`src/sv/midi_note_message_parser_macros.svh`:
```
// Assertion macros shared by the MIDI note message parser RTL.
// No dependencies; included by files that carry concurrent checks.
`ifndef MIDI_NOTE_MESSAGE_PARSER_MACROS_SVH
`define MIDI_NOTE_MESSAGE_PARSER_MACROS_SVH

// Same-cycle implication, disabled while in reset.
`define MNP_ASSERT_NOW(label, clk, rst, ante, cons, msg) \
  label: assert property (@(posedge clk) disable iff (rst) (ante) |-> (cons)) \
    else $error(msg);

// Next-cycle implication, disabled while in reset.
`define MNP_ASSERT_NEXT(label, clk, rst, ante, cons, msg) \
  label: assert property (@(posedge clk) disable iff (rst) (ante) |=> (cons)) \
    else $error(msg);

`endif

```
`src/sv/mnp_pkg.sv`:
```
// Shared types and constants for the MIDI note message parser.
// No dependencies; imported by every module of the block.
package mnp_pkg;

  localparam int unsigned STATUS_BIT = 7;
  localparam logic [7:0]  SYS_RESET_BYTE = 8'hFF;
  localparam logic [3:0]  CMD_SYSTEM = 4'hF;
  localparam logic [2:0]  CMD_NOTE_OFF = 3'd0;
  localparam logic [2:0]  CMD_NOTE_ON = 3'd1;

  typedef enum logic [1:0] {
    KIND_NOTE_OFF = 2'd0,
    KIND_NOTE_ON  = 2'd1,
    KIND_RESET    = 2'd2
  } event_kind_t;

  typedef struct packed {
    logic        valid;
    event_kind_t kind;
    logic [3:0]  channel;
    logic [6:0]  key;
    logic [6:0]  velocity;
  } mnp_result_t;

endpackage

```
`src/sv/mnp_in_stage.sv`:
```
// Input register for the MIDI note message parser: holds one byte item.
// Depends on mnp_pkg.
module mnp_in_stage
  import mnp_pkg::*;
(
  input  logic       clk,
  input  logic       rst,
  input  logic       byte_valid,
  output logic       byte_ready,
  input  logic [7:0] data_byte,
  input  logic       advance,
  output logic       held_valid,
  output logic [7:0] held_byte
);

  logic       valid;
  logic [7:0] byte_reg;

  assign byte_ready = !valid || advance;
  assign held_valid = valid;
  assign held_byte  = byte_reg;

  always_ff @(posedge clk) begin
    if (rst) begin
      valid <= 1'b0;
    end else if (byte_ready) begin
      valid <= byte_valid;
    end
    if (byte_valid && byte_ready) begin
      byte_reg <= data_byte;
    end
  end

endmodule

```
`src/sv/mnp_parser.sv`:
```
// Parse state machine: latches channel and key, builds the event for a byte.
// Depends on mnp_pkg.
module mnp_parser
  import mnp_pkg::*;
(
  input  logic        clk,
  input  logic        rst,
  input  logic        advance,
  input  logic [7:0]  cur_byte,
  output mnp_result_t result
);

  typedef enum logic [2:0] {
    ST_WAIT    = 3'd0,
    ST_OFF_KEY = 3'd1,
    ST_OFF_VEL = 3'd2,
    ST_ON_KEY  = 3'd3,
    ST_ON_VEL  = 3'd4
  } state_t;

  state_t     state, state_next;
  logic [3:0] held_channel, held_channel_next;
  logic [6:0] held_key, held_key_next;
  logic [3:0] cmd;

  assign cmd = cur_byte[7:4];

  always_comb begin
    state_next        = ST_WAIT;
    held_channel_next = held_channel;
    held_key_next     = held_key;
    result            = '0;
    result.kind       = KIND_NOTE_OFF;
    if (cur_byte[STATUS_BIT]) begin
      // a status byte always restarts parsing
      if (cmd == CMD_SYSTEM) begin
        if (cur_byte == SYS_RESET_BYTE) begin
          result.valid = 1'b1;
          result.kind  = KIND_RESET;
        end
      end else begin
        held_channel_next = cur_byte[3:0];
        if (cmd[2:0] == CMD_NOTE_OFF) begin
          state_next = ST_OFF_KEY;
        end else if (cmd[2:0] == CMD_NOTE_ON) begin
          state_next = ST_ON_KEY;
        end
      end
    end else begin
      unique case (state)
        ST_OFF_KEY: begin
          held_key_next = cur_byte[6:0];
          state_next    = ST_OFF_VEL;
        end
        ST_ON_KEY: begin
          held_key_next = cur_byte[6:0];
          state_next    = ST_ON_VEL;
        end
        ST_OFF_VEL: begin
          result.valid    = 1'b1;
          result.kind     = KIND_NOTE_OFF;
          result.channel  = held_channel;
          result.key      = held_key;
          result.velocity = cur_byte[6:0];
        end
        ST_ON_VEL: begin
          result.valid    = 1'b1;
          result.kind     = KIND_NOTE_ON;
          result.channel  = held_channel;
          result.key      = held_key;
          result.velocity = cur_byte[6:0];
        end
        default: begin
          // drop data bytes while waiting for a status
          state_next = ST_WAIT;
        end
      endcase
    end
  end

  always_ff @(posedge clk) begin
    if (rst) begin
      state        <= ST_WAIT;
      held_channel <= '0;
      held_key     <= '0;
    end else if (advance) begin
      state        <= state_next;
      held_channel <= held_channel_next;
      held_key     <= held_key_next;
    end
  end

endmodule

```
`src/sv/mnp_out_stage.sv`:
```
// Result register for the MIDI note message parser.
// Depends on mnp_pkg.
module mnp_out_stage
  import mnp_pkg::*;
(
  input  logic        clk,
  input  logic        rst,
  input  logic        load,
  input  mnp_result_t result,
  output logic        busy,
  output logic        event_valid,
  input  logic        event_ready,
  output logic [1:0]  event_kind,
  output logic [3:0]  channel,
  output logic [6:0]  key,
  output logic [6:0]  velocity
);

  logic        valid;
  mnp_result_t held;

  assign busy        = valid && !event_ready;
  assign event_valid = valid;
  assign event_kind  = held.kind;
  assign channel     = held.channel;
  assign key         = held.key;
  assign velocity    = held.velocity;

  always_ff @(posedge clk) begin
    if (rst) begin
      valid <= 1'b0;
    end else if (load) begin
      valid <= 1'b1;
    end else if (event_ready) begin
      valid <= 1'b0;
    end
    if (load) begin
      held <= result;
    end
  end

endmodule

```
`src/sv/midi_note_message_parser.sv`:
```
// Top level of the MIDI note message parser: input register, parse logic,
// result register. Depends on mnp_pkg, mnp_in_stage, mnp_parser, mnp_out_stage.
//
// Takes one MIDI byte per item and emits note-off, note-on and system-reset
// events. The block accepts one byte every cycle, except while a byte that
// completes an event waits on the result register. Such a byte reaches the
// result port through the input register and then the result register: the
// byte sits in the input register while the parse logic works on it, and the
// event is then loaded into the result register. A byte that causes no event
// never waits on the result port. A byte that does waits only while the
// previous event sits untaken, and byte_ready follows event_ready in the same
// cycle. Data bytes with no preceding note status are dropped; there is no running status.
`include "midi_note_message_parser_macros.svh"

module midi_note_message_parser
  import mnp_pkg::*;
(
  input  logic       clk,
  input  logic       rst,
  input  logic       byte_valid,
  output logic       byte_ready,
  input  logic [7:0] data_byte,
  output logic       event_valid,
  input  logic       event_ready,
  output logic [1:0] event_kind,
  output logic [3:0] channel,
  output logic [6:0] key,
  output logic [6:0] velocity
);

  logic        held_valid;
  logic [7:0]  held_byte;
  logic        advance;
  logic        out_busy;
  mnp_result_t result;

  // advance a held item unless it has an event and the result register is full and not being taken
  assign advance = held_valid && !(result.valid && out_busy);

  mnp_in_stage u_in_stage (
    .clk        (clk),
    .rst        (rst),
    .byte_valid (byte_valid),
    .byte_ready (byte_ready),
    .data_byte  (data_byte),
    .advance    (advance),
    .held_valid (held_valid),
    .held_byte  (held_byte)
  );

  mnp_parser u_parser (
    .clk      (clk),
    .rst      (rst),
    .advance  (advance),
    .cur_byte (held_byte),
    .result   (result)
  );

  mnp_out_stage u_out_stage (
    .clk         (clk),
    .rst         (rst),
    .load        (advance && result.valid),
    .result      (result),
    .busy        (out_busy),
    .event_valid (event_valid),
    .event_ready (event_ready),
    .event_kind  (event_kind),
    .channel     (channel),
    .key         (key),
    .velocity    (velocity)
  );

  `MNP_ASSERT_NOW(a_no_overwrite, clk, rst, advance && result.valid, !out_busy,
                  "event overwritten")
  `MNP_ASSERT_NOW(a_reset_fields, clk, rst,
                  event_valid && (event_kind == KIND_RESET),
                  (channel == 4'd0) && (key == 7'd0) && (velocity == 7'd0),
                  "reset event carries nonzero fields")
  `MNP_ASSERT_NOW(a_empty_ready, clk, rst, !held_valid, byte_ready,
                  "empty input stage not ready")
  `MNP_ASSERT_NEXT(a_accept_held, clk, rst, byte_valid && byte_ready, held_valid,
                   "accepted byte not held")

endmodule

```
`config.mk`:
```
export PLATFORM = sky130hd
export DESIGN_NAME = midi_note_message_parser
export DESIGN_NICKNAME = d
export VERILOG_FILES = /design/src/sv/mnp_pkg.sv /design/src/sv/mnp_in_stage.sv /design/src/sv/mnp_parser.sv /design/src/sv/mnp_out_stage.sv /design/src/sv/midi_note_message_parser.sv
export VERILOG_INCLUDE_DIRS = /design/src /design/src/sv
export SDC_FILE = /design/constraint.sdc
export NUM_CORES = 1
export LEC_CHECK = 0
export BUFFER_PORTS_ARGS = -buffer_cell sky130_fd_sc_hd__buf_2
export CORE_MARGIN = 4
export CORE_UTILIZATION = 53
export CTS_CLUSTER_DIAMETER = 60
export CTS_CLUSTER_SIZE = 40
export DETAILED_ROUTE_END_ITERATION = 6
export GPL_TIMING_DRIVEN = 0
export PLACE_DENSITY_LB_ADDON = 0.05
export SLEW_MARGIN = 20
export SYNTH_ARGS = -nofsm -noshare
export SYNTH_HDL_FRONTEND = slang
export SYNTH_HIERARCHICAL = 1
export SYNTH_SLANG_ARGS = --single-unit
```
`constraint.sdc`:
```
create_clock -name clk -period 2.6 [get_ports clk]
set_input_delay 0.52 -clock clk [delete_from_list [all_inputs] [get_ports clk]]
set_output_delay 0.52 -clock clk [all_outputs]
set_load 0.005 [all_outputs]
```
==> impl_results.md <==
* I/O pins at 34
* Setup Fix Bufs, Post-CTS at 0
* RePlAce Congestion at 0.716
* Final Net Count at 172
* Primary FF master, synth: edfxtp_1
* CORE AREA at 3050 um2
* Fin. Hold Viols at 0
* Status: completed
* Final hold slack at 342 ps
* Cell family with most CP delay: simple AND/OR/NAND/NOR gates
* Cell taking the most area after synthesis: edfxtp_1
* DR pass1 iterations at 4
* Die area at 4190 um2
* Flop pwr share at 68.0%
* Root Buffer: clkbuf_4
* Async set-reset flop share out of synthesis at 0%
* Initial Utilization at 55.8%
* Synth Area in Compound Gates at 2.57%
* Worst Path Arrival at 1930 ps
* # resized after CTS at 2
* Critical Path RT at 2080 ps
* Antenna Nets Post-Route at 0
* Post-synthesis xor/xnor area fraction at 0.514%
* CP Launch Type: register
* CTS H-tree depth at 2
* Synth cell types at 29
* Clock buffer depth at 2
* Die span in y at 64.7 um
* Adder-cell share of the synthesized area at 0%
* Final Setup Violations at 0
* Cell row count at 20
* Max-cap violations at 0
* Die Wd at 64.7 um
* Grt met3 use at 3.12%
* Post-Syn Area per Cell at 14.2 um2
* Worst vdd ir at 0.297 mV
* Final WL at 2540 um
* Hold path start: data_byte[4]
* Power share of the combinational group at 5.3%
* Initial antenna violation count at 0
* Routed vias/inst at 4.81
* Main combinational cell family by area after synthesis: simple AND/OR/NAND/NOR gates
* Synth Area in Simple Gates at 20.0%
* Grt ovf at 0
* Crit path from: u_parser/state[2]
* Post-synth top area share at 49.3%
* Clk_lat worst skew at 350 ps
* Syn_nets at 132
* Switching pwr at 244 uW
* Cell Area, Synth at 1700 um2
* Switching Fraction at 21.4%
* CTS Hold Buffers Added at 0
* Post-synth EDFFs at 28
* Crit Path Category: reg2out
* Reg2Reg Launch Point: u_in_stage/held_byte[7]
* Rel. slew slack at 41.7%
* Layout area overhead at 17.0%
* First-pass GRT wire length at 4480 um
* Via Count at 986
* Total clock sinks at 44
* Routed len/inst at 12.4 um
* Post-synthesis mux area share at 7.05%
* TritonCTS clock tree: done
* Crit-path max cell delay at 440 ps
* CTS buffer count at 5
* Clock share of power at 26.7%
* Crit share post-route at 94.3%
* P per Cell Area at 571 nW/um2
* Warnings, synthesis at 6
* Fin. max-slew vios at 0
* Min-Delay Path Class: in2reg
* Met2 Resource Use GR at 24.3%
* 1st-iter DRT viols at 21
* Clock skew at 10.3 ps
* Reg clk slew, reported paths at 120 ps
* Crit path time final at 2450 ps
* CP Max Fanout at 10
* Gr usage total at 14.3%
* Leakage at 0.000750 uW
* Worst-path cell chain: xnor2_2, nor3_4, or2_2, a21boi_4, nand2b_4, buf_2
* Antenna cells at 0
* Critical path buffer and inverter count at 1
* Synth top area cells: edfxtp_1 (49%), dfxtp_1 (19%), mux2i_1 (7.0%)
* Largest net degree at the start of global routing at 22
* Layout cells sized above 1 at 31.7%
* Fmax at 408 MHz
* Top Usage Layer GRT: met2
* Setup_tns at 0 ps
* DRC at 0
* Place WS at 170 ps
* Cells after Synth at 120
* PortBufs at 33
* Unrepaired setup endpoints after global routing: no
* Internal power at 895 uW
* FF+latch count, synth at 44
* CP endpoint kind: output pin
* Met1 usage at 16.0%
* Seq/Total Area, Yosys at 68.1%
* Vias in the first global route at 1032
* DP HPWL at 1830 um
* Final worst slack at 148 ps
* Slowest CP cell: dfxtp_1
* Slew @ Worst Pin at 875 ps
cells in the mapped netlist, types with 2 or more instances:
cell	instances
a21oi_1	2
and2_1	18
clkbuf_1	2
dfxtp_1	16
edfxtp_1	28
mux2i_1	12
nand2b_1	8
nand3_1	3
nor2_1	10
nor4b_1	2
power by group through the flow:
stage,clock [uW],sequential [uW],combinational (uW)
2_1_floorplan,0,786,37.3
3_3_place_gp,0,789,58.0
3_5_place_dp,0,789,59.6
4_1_cts,315,774,61.5
5_1_grt,346,777,68.8
6_report,304,774,60.7
cell usage in the layout, fill, tap and decap left out, types with 2 or more instances in the layout:
cell	instances
buf_2	33
and2_1	18
dfxtp_1	15
mux2i_1	12
a21oi_1	2
nand3_1	3
nor2_1	10
clkbuf_1	4
clkbuf_4	5
edfxtp_1	28
nand2b_1	8
nor4b_1	2
state kept, by name, summed over array words and instances (netlist names), 2 cells and up:
register                count
u_in_stage/held_byte        8
u_out_stage/velocity        7
u_parser/held_channel       4
u_parser/held_key           7
u_parser/state              3
u_out_stage/channel         4
u_out_stage/event_kind      2
u_out_stage/key             7
per-stage QoR:
stage               area, um2  instances  utilization, %  total power, uW
finish                   1990        205            65.3             1140
global route             1990        205            65.3             1190
CTS                      1990        205            65.0             1150
detailed placement       1920        197            63.0              849
global placement         1920        197            63.0              847
floorplan                1700        120               -              823
kinds of logic (layout without fill, tap and decap cells):
family | count (synthesis) | in the layout
AND/OR/NAND/NOR | 52 | 52
flip-flops | 44 | 44
multiplexers | 12 | 12
AO/OA/AOI/OAI | 6 | 6
buffers and inverters | 5 | 46
XOR/XNOR | 1 | 1
per-layer routing:
metal | wire, um | vias up
met5 | 0 | -
met4 | 26 | 0
met3 | 169 | 4
met2 | 1240 | 32
met1 | 1100 | 445
li1 | - | 505
cell type report:
| type | instances | area, um2 |
|---|---|---|
| Buffer | 4 | 26.3 |
| Fill cell | 258 | 1060 |
| Clock inverter | 1 | 5.00 |
| Inverter | 1 | 3.75 |
| Multi-Input combinational cell | 71 | 532 |
| Timing Repair Buffer | 33 | 165 |
| Tap cell | 44 | 55.1 |
| Sequential cell | 44 | 1160 |
| Clock buffer | 7 | 45.0 |
path summary, 6_finish.rpt:
path                         endpoint  slack (ps)  cells after the start
min           u_in_stage/held_byte[4]         340                      1
max                        byte_ready         150                      6
max reg2reg        u_out_stage/key[2]         360                      3
min reg2reg  u_parser/held_channel[2]         490                      2
Note: power is estimated with default switching activity, not from simulation.
